File: config.mk
export PLATFORM = sky130hd
export DESIGN_NAME = bmp_stream_encoder_top
export DESIGN_NICKNAME = d
export VERILOG_FILES = /design/src/rtl/bse_pkg.sv /design/src/rtl/bmp_stream_encoder_top.sv
export SDC_FILE = /design/constraint.sdc
export NUM_CORES = 1
export LEC_CHECK = 0
export ABC_AREA = 0
export BUFFER_PORTS_ARGS = -buffer_cell sky130_fd_sc_hd__clkbuf_2
export CORE_MARGIN = 2
export CORE_UTILIZATION = 40
export DETAILED_ROUTE_END_ITERATION = 16
export GPL_TIMING_DRIVEN = 0
export PLACE_DENSITY_LB_ADDON = 0.2
export REMOVE_ABC_BUFFERS = 1
export SKIP_LAST_GASP = 1
export SLEW_MARGIN = 20
export SYNTH_ARGS = -nofsm -noshare
export SYNTH_HDL_FRONTEND = slang
export SYNTH_SLANG_ARGS = --single-unit
File: constraint.sdc
create_clock -name clk -period 10.6 [get_ports clk]
set_input_delay 0.53 -clock clk [delete_from_list [all_inputs] [get_ports clk]]
set_output_delay 0.53 -clock clk [all_outputs]
set_load 0.005 [all_outputs]
File: src/rtl/bse_pkg.sv
// ----------------------------------------------------------------------------
// bse_pkg
// Types and constants shared by the BMP stream encoder.
// ----------------------------------------------------------------------------
package bse_pkg;

	localparam int CFG_W   = 13;
	localparam int IDX_W   = 6;
	localparam int ROWB_W  = 15;
	localparam int BITMAP_W = 28;

	localparam logic [0:0] REG_IMAGE_WIDTH  = 1'b0;
	localparam logic [0:0] REG_IMAGE_HEIGHT = 1'b1;

	localparam logic [7:0] MAGIC_B = 8'h42;
	localparam logic [7:0] MAGIC_M = 8'h4D;

	localparam logic [IDX_W-1:0] IDX_MAGIC_B = 6'd0;
	localparam logic [IDX_W-1:0] IDX_MAGIC_M = 6'd1;
	localparam logic [IDX_W-1:0] IDX_FIELDS  = 6'd2;
	localparam logic [IDX_W-1:0] IDX_BLUE    = 6'd54;
	localparam logic [IDX_W-1:0] IDX_GREEN   = 6'd55;
	localparam logic [IDX_W-1:0] IDX_RED     = 6'd56;

	localparam logic [31:0] HEADER_BYTES = 32'd54;
	localparam logic [31:0] DIB_SIZE     = 32'd40;
	localparam logic [31:0] PLANES_BPP   = 32'h0018_0001;
	localparam logic [31:0] PELS_PER_M   = 32'd2835;

	localparam logic [3:0] SLOT_FILE_SIZE = 4'd0;
	localparam logic [3:0] SLOT_OFFSET    = 4'd2;
	localparam logic [3:0] SLOT_DIB_SIZE  = 4'd3;
	localparam logic [3:0] SLOT_WIDTH     = 4'd4;
	localparam logic [3:0] SLOT_HEIGHT    = 4'd5;
	localparam logic [3:0] SLOT_PLANES    = 4'd6;
	localparam logic [3:0] SLOT_BITMAP    = 4'd8;
	localparam logic [3:0] SLOT_XRES      = 4'd9;
	localparam logic [3:0] SLOT_YRES      = 4'd10;

	typedef struct packed {
		logic [7:0] red_level;
		logic [7:0] green_level;
		logic [7:0] blue_level;
	} pixel_t;

	typedef struct packed {
		logic [7:0] file_byte;
		logic       run_end;
		logic       image_end;
	} stream_t;

	typedef struct packed {
		pixel_t           pixel;
		logic             header;
		logic [1:0]       pad;
		logic             image_last;
		logic [CFG_W-1:0] width;
		logic [CFG_W-1:0] height;
	} job_t;

endpackage

File: src/rtl/bmp_stream_encoder_top.sv
// ----------------------------------------------------------------------------
// bmp_stream_encoder_top
// Streams an uncompressed 24-bit BMP file, one byte per transaction.
// ----------------------------------------------------------------------------
// Each accepted pixel produces its bytes on the stream channel at one byte per
// cycle while stream_stall is low: 3 bytes (blue, green, red), plus (width
// mod 4) zero bytes after the last pixel of a row, plus the 54-byte header
// before the first pixel of an image. A pixel therefore occupies 3 to 60 bytes,
// and the next pixel is taken in the cycle its predecessor's last byte is
// issued, so the byte stream has no gaps while pixels are ready.
// Width and height are clamped to 1..MAX_DIMENSION. The last byte of a pixel
// carries run_end and the last byte of the file also carries image_end.
module bmp_stream_encoder_top import bse_pkg::*; #(
	parameter int MAX_DIMENSION = 4096
) (
	input  logic             clk,
	input  logic             arst_n,
	input  logic             cfg_we,
	input  logic [0:0]       cfg_index,
	input  logic [CFG_W-1:0] cfg_data,
	input  logic             pixel_valid,
	output logic             pixel_stall,
	input  pixel_t           pixel_data,
	output logic             stream_valid,
	input  logic             stream_stall,
	output stream_t          stream_data
);

	localparam int CNT_W = (MAX_DIMENSION > 2) ? $clog2(MAX_DIMENSION) : 1;
	localparam int CMP_W = ((CNT_W > CFG_W) ? CNT_W : CFG_W) + 1;

	logic [CFG_W-1:0]    width_q;
	logic [CFG_W-1:0]    height_q;
	logic [CNT_W-1:0]    column_q;
	logic [CNT_W-1:0]    row_q;
	logic                header_done_q;
	logic                valid_s1;
	job_t                job_s1;
	logic [IDX_W-1:0]    idx_q;
	logic [BITMAP_W-1:0] bitmap_q;
	logic [31:0]         total_q;
	logic                out_valid_q;
	stream_t             out_q;

	logic [CFG_W-1:0]    width_eff;
	logic [CFG_W-1:0]    height_eff;
	logic                row_last;
	logic                image_last;
	logic                accept;
	logic                emit;
	logic                last_byte;
	logic [IDX_W-1:0]    last_idx;
	logic [ROWB_W-1:0]   row_bytes;
	logic [IDX_W-1:0]    hdr_off;
	logic [31:0]         hdr_word;
	logic [7:0]          next_byte;

	function automatic logic [CFG_W-1:0] clamp_dim(input logic [CFG_W-1:0] v);
		logic [CFG_W-1:0] r;
		r = v;
		if (v == '0) begin
			r = CFG_W'(1);
		end else if (32'(v) > 32'(MAX_DIMENSION)) begin
			r = CFG_W'(MAX_DIMENSION);
		end
		return r;
	endfunction

	assign width_eff  = clamp_dim(width_q);
	assign height_eff = clamp_dim(height_q);
	assign row_last   = (CMP_W'(column_q) + CMP_W'(1)) >= CMP_W'(width_eff);
	assign image_last = row_last && ((CMP_W'(row_q) + CMP_W'(1)) >= CMP_W'(height_eff));

	assign last_idx    = IDX_RED + IDX_W'(job_s1.pad);
	assign last_byte   = (idx_q == last_idx);
	assign emit        = valid_s1 && (!out_valid_q || !stream_stall);
	assign pixel_stall = valid_s1 && !(emit && last_byte);
	assign accept      = pixel_valid && !pixel_stall;

	assign row_bytes = ROWB_W'(job_s1.width) + ROWB_W'({job_s1.width, 1'b0})
		+ ROWB_W'(job_s1.width[1:0]);
	assign hdr_off   = idx_q - IDX_FIELDS;

	always_comb begin
		unique case (hdr_off[5:2])
			SLOT_FILE_SIZE: hdr_word = total_q;
			SLOT_OFFSET:    hdr_word = HEADER_BYTES;
			SLOT_DIB_SIZE:  hdr_word = DIB_SIZE;
			SLOT_WIDTH:     hdr_word = 32'(job_s1.width);
			SLOT_HEIGHT:    hdr_word = 32'(job_s1.height);
			SLOT_PLANES:    hdr_word = PLANES_BPP;
			SLOT_BITMAP:    hdr_word = 32'(bitmap_q);
			SLOT_XRES:      hdr_word = PELS_PER_M;
			SLOT_YRES:      hdr_word = PELS_PER_M;
			default:        hdr_word = '0;
		endcase
	end

	always_comb begin
		priority if (idx_q == IDX_MAGIC_B) begin
			next_byte = MAGIC_B;
		end else if (idx_q == IDX_MAGIC_M) begin
			next_byte = MAGIC_M;
		end else if (idx_q < IDX_BLUE) begin
			next_byte = hdr_word[8*hdr_off[1:0] +: 8];
		end else if (idx_q == IDX_BLUE) begin
			next_byte = job_s1.pixel.blue_level;
		end else if (idx_q == IDX_GREEN) begin
			next_byte = job_s1.pixel.green_level;
		end else if (idx_q == IDX_RED) begin
			next_byte = job_s1.pixel.red_level;
		end else begin
			next_byte = '0;
		end
	end

	always_ff @(posedge clk or negedge arst_n) begin
		if (!arst_n) begin
			width_q  <= CFG_W'(1);
			height_q <= CFG_W'(1);
		end else if (cfg_we) begin
			unique case (cfg_index)
				REG_IMAGE_WIDTH:  width_q  <= cfg_data;
				REG_IMAGE_HEIGHT: height_q <= cfg_data;
				default: ;
			endcase
		end
	end

	always_ff @(posedge clk or negedge arst_n) begin
		if (!arst_n) begin
			column_q      <= '0;
			row_q         <= '0;
			header_done_q <= 1'b0;
		end else if (accept) begin
			if (row_last) begin
				column_q <= '0;
				row_q    <= image_last ? '0 : row_q + CNT_W'(1);
			end else begin
				column_q <= column_q + CNT_W'(1);
			end
			header_done_q <= !image_last;
		end
	end

	always_ff @(posedge clk or negedge arst_n) begin
		if (!arst_n) begin
			valid_s1 <= 1'b0;
			idx_q    <= '0;
		end else if (accept) begin
			valid_s1 <= 1'b1;
			idx_q    <= header_done_q ? IDX_BLUE : IDX_MAGIC_B;
		end else if (emit) begin
			valid_s1 <= !last_byte;
			idx_q    <= idx_q + IDX_W'(1);
		end
	end

	always_ff @(posedge clk) begin
		if (accept) begin
			job_s1.pixel      <= pixel_data;
			job_s1.header     <= !header_done_q;
			job_s1.pad        <= row_last ? width_eff[1:0] : 2'd0;
			job_s1.image_last <= image_last;
			job_s1.width      <= width_eff;
			job_s1.height     <= height_eff;
		end
		bitmap_q <= BITMAP_W'(row_bytes) * BITMAP_W'(job_s1.height);
		total_q  <= 32'(bitmap_q) + HEADER_BYTES;
	end

	always_ff @(posedge clk or negedge arst_n) begin
		if (!arst_n) begin
			out_valid_q <= 1'b0;
		end else if (emit) begin
			out_valid_q <= 1'b1;
		end else if (!stream_stall) begin
			out_valid_q <= 1'b0;
		end
	end

	always_ff @(posedge clk) begin
		if (emit) begin
			out_q.file_byte <= next_byte;
			out_q.run_end   <= last_byte;
			out_q.image_end <= last_byte && job_s1.image_last;
		end
	end

	assign stream_valid = out_valid_q;
	assign stream_data  = out_q;

`ifndef SYNTH
	// An image end is always the last byte of its pixel.
	a_image_end_run_end: assert property (@(posedge clk) disable iff (!arst_n)
		stream_valid && stream_data.image_end |-> stream_data.run_end)
		else $error("image_end without run_end");

	// With no pixel in work, the input side never stalls.
	a_idle_no_stall: assert property (@(posedge clk) disable iff (!arst_n)
		!valid_s1 |-> !pixel_stall)
		else $error("stall with empty pixel stage");

	// The byte index never runs past the pixel's last byte.
	a_idx_range: assert property (@(posedge clk) disable iff (!arst_n)
		valid_s1 |-> idx_q <= last_idx)
		else $error("byte index beyond last byte");

	// A pixel that needs a header starts at the first magic byte.
	a_header_start: assert property (@(posedge clk) disable iff (!arst_n)
		accept && !header_done_q |=> idx_q == IDX_MAGIC_B && job_s1.header)
		else $error("header not started at first byte");
`endif

endmodule

==> impl_metrics.toml <==
[clocking]
cts_root_buffer = "clkbuf_16"
cts_max_level = 4
numCtsBuffers = 17
post_cts_buffers = 0
clock_sinks = 175
clk_path_buf_depth = 2
clkLatencyLatePin_ns = 0.44
path_clk_slew_ns = 0.07
ctsHoldBuffers = 0
cts_resized = 0
cts_tree = "built"

[routing]
drtAntennaViolNets = 0
via_per_inst = 5.32
wl_mm = 35.4
wl_met1_mm = 16.7
route.met3.wl_mm = 1.40
via_count = 10900
drc = 0
dr.pass1.iters = 5
drt-initial-drc-count = 721
dr_wl_met2_mm = 16.9
top_layer_used = "met4"
wire_per_inst_um = 17.3

[logic_synthesis]
ys_async_sr_fraction = 0.337
synth-edff-count = 63
ys_ff_latch = 175
syn_inst = 1557
syn_area_per_cell_um2 = 9.62
synth_cell_types = 80
syn-cell-area_um2 = 15000
synth.largest_area_cell = "fa_1"
yosys.area.top_type_share = 0.164
yosys_warnings = 0
synth_top_flop_cell = "edfxtp_1"
ys_seq_area_frac = 0.296
synth_area_leaders = "fa_1 16%, edfxtp_1 13%, ha_1 11%"

[die]
fp.dieW_um = 198
start_util = 0.407
io_pins = 55
rows = 70
core-area_um2 = 36800
die_height_um = 198
die_area_um2 = 39000

[critical_path]
path_class = "register to register"
crit_family = "adder cells"
endpoint_kind = "register"
slowest_delay_ns = 0.65
crit_top_cell = "fa_1"
cp.required_ns = 10.98
crit_slowest_cell = "or3b_1"
path_buf_inv = 6
cp_max_fo = 13
critPathLaunchType = "register"
critPathArrivalTime_ns = 8.62

[timing]
hold_viol_final = 0
finalCritPeriodShare = 0.777
grt_setup_unrepaired = "no"
skew_ns = 0.0123
setup_viol = 0
slew_viol_final = 0
worstMarginPinSlew_ns = 1.05
fin_tns_setup_ns = 0
layout_min_cycle_time_ns = 8.24
max_freq_ghz = 0.121
slew_headroom = 0.303

[finish]
regArea_um2 = 4430
multi_input_area_um2 = 9540
mostFrequentLayoutCell = "inv_1"
fin_area_um2 = 16200
postLayoutCoreUtil = 0.440
fillCellCount = 3588
drive_above_1_share = 0.102
final_cell_mix = "199 x inv_1, 172 x nand2_1, 127 x ha_1, 123 x fa_1, 80 x and2_1"
syn2layout_area_growth_pct = 8.04
final_nets = 1859
diodes = 0

[status]
run_status = "finished clean"

[worst_hold_path]
hold_class = "primary input to asynchronous set/reset pin"

[grt]
grt_pass1_vias = 11300
grt_max_degree = 70
grt_use_total = 0.191
grt_pass1_wl_mm = 58.5
antenna_found_initial = 0
grt_overflow = 0

[pwr]
p_leak_uw = 0.00759
p_total_uw = 4120
peakVddDrop_uv = 212
powerDensity_nw_per_um2 = 255

[placed_design]
hpwlAfterDp_mm = 27.1
port_buffers = 54
gp_congestion = 0.880
place_area_um2 = 15600

[job]
drv_cap = 0
## metal layers
layer | vias up | global-route usage
li1 | 5225 | -
met2 | 224 | 0.318
met1 | 5406 | 0.264
met3 | 36 | 0.0268
met5 | - | 0
met4 | 0 | 0.0409
## through the flow
stage / hold WS (ns) / instances / worst slack [ns]
after floorplan: 0.234 / 1490 / 3.17
after CTS: 0.0541 / 2047 / 2.18
after global routing: 0.0773 / 2047 / 1.92
after global placement: 0.442 / 2012 / 2.31
after detailed placement: 0.442 / 2015 / 2.21
final: 0.0517 / 2047 / 2.36
## state kept, by name (all words and copies together) (netlist names)
name           cells
bitmap_q          26
stream_valid       1
height_q          13
valid_s1           1
column_q          12
total_q           27
job_s1            53
stream_data       10
width_q           13
idx_q              6
row_q             12
header_done_q      1
## Yosys cell counts (all sizes together), types with 23 or more instances
cell type and count:
xnor2 48, dfrtp 57, a21oi 57, o21ai 50, nand2b 25, and2 87, dfxtp 53, mux2 34
nand3 42, inv 200, a21o 24, clkbuf 47, nor2b 23, ha 127, nand2 173, xor2 31
fa 123, nor2 56, edfxtp 63
## report_power, final
group | total, uW | switching (uW) | internal (uW)
Clock | 602 | 272 | 330
Combinational | 2440 | 1410 | 1030
Sequential | 1080 | 187 | 888
Total | 4120 | 1870 | 2250
## worst paths after layout
check	start	depth (start not counted)	endpoint	slack, ns
hold reg to reg	bitmap_q[2]$_DFF_P_	1	total_q[2]$_DFF_P_	0.47
setup reg to reg	job_s1[15]$_DFFE_PP_	29	bitmap_q[27]$_DFF_P_	2.36
max in group asynchronous	arst_n	2	height_q[0]$_DFFE_PN1P_	9.98
min in group clk	pixel_data[17]	1	job_s1[47]$_DFFE_PP_	0.26
setup / recovery	job_s1[15]$_DFFE_PP_	29	bitmap_q[27]$_DFF_P_	2.36
hold / removal	arst_n	1	height_q[11]$_DFFE_PN0P_	0.05
## cells by family (layout without fill, tap and decap cells)
| family | after synthesis | count (layout) | share of synthesized area |
|---|---|---|---|
| AO/OA/AOI/OAI | 253 | 253 | 0.118 |
| XOR/XNOR | 79 | 79 | 0.0472 |
| adder cells (fa/ha/maj) | 250 | 250 | 0.270 |
| buffers and inverters | 268 | 290 | 0.0714 |
| flip-flops | 175 | 175 | 0.296 |
| multiplexers | 48 | 48 | 0.0349 |
| AND/OR/NAND/NOR | 484 | 484 | 0.162 |
## worst reg2reg max path: cells and delay by family, from the launching register on
family	cells	cell delay [ns]
and+or+nand+nor	7	1.98
buffers and inverters	6	0.32
adders and majority gates	9	4.02
DFF	1	0.40
AOI/OAI and AO/OA	7	1.46
## cell type report
cell class,count,area share
Clock inverter,13,0.00696
Inverter,201,0.0468
Timing Repair Buffer,57,0.0195
Tap cell,468,0.0362
Multi-Input combinational cell,1114,0.589
Clock buffer,19,0.0274
Sequential cell,175,0.274
No activity file was read; power rests on OpenSTA's default activity.
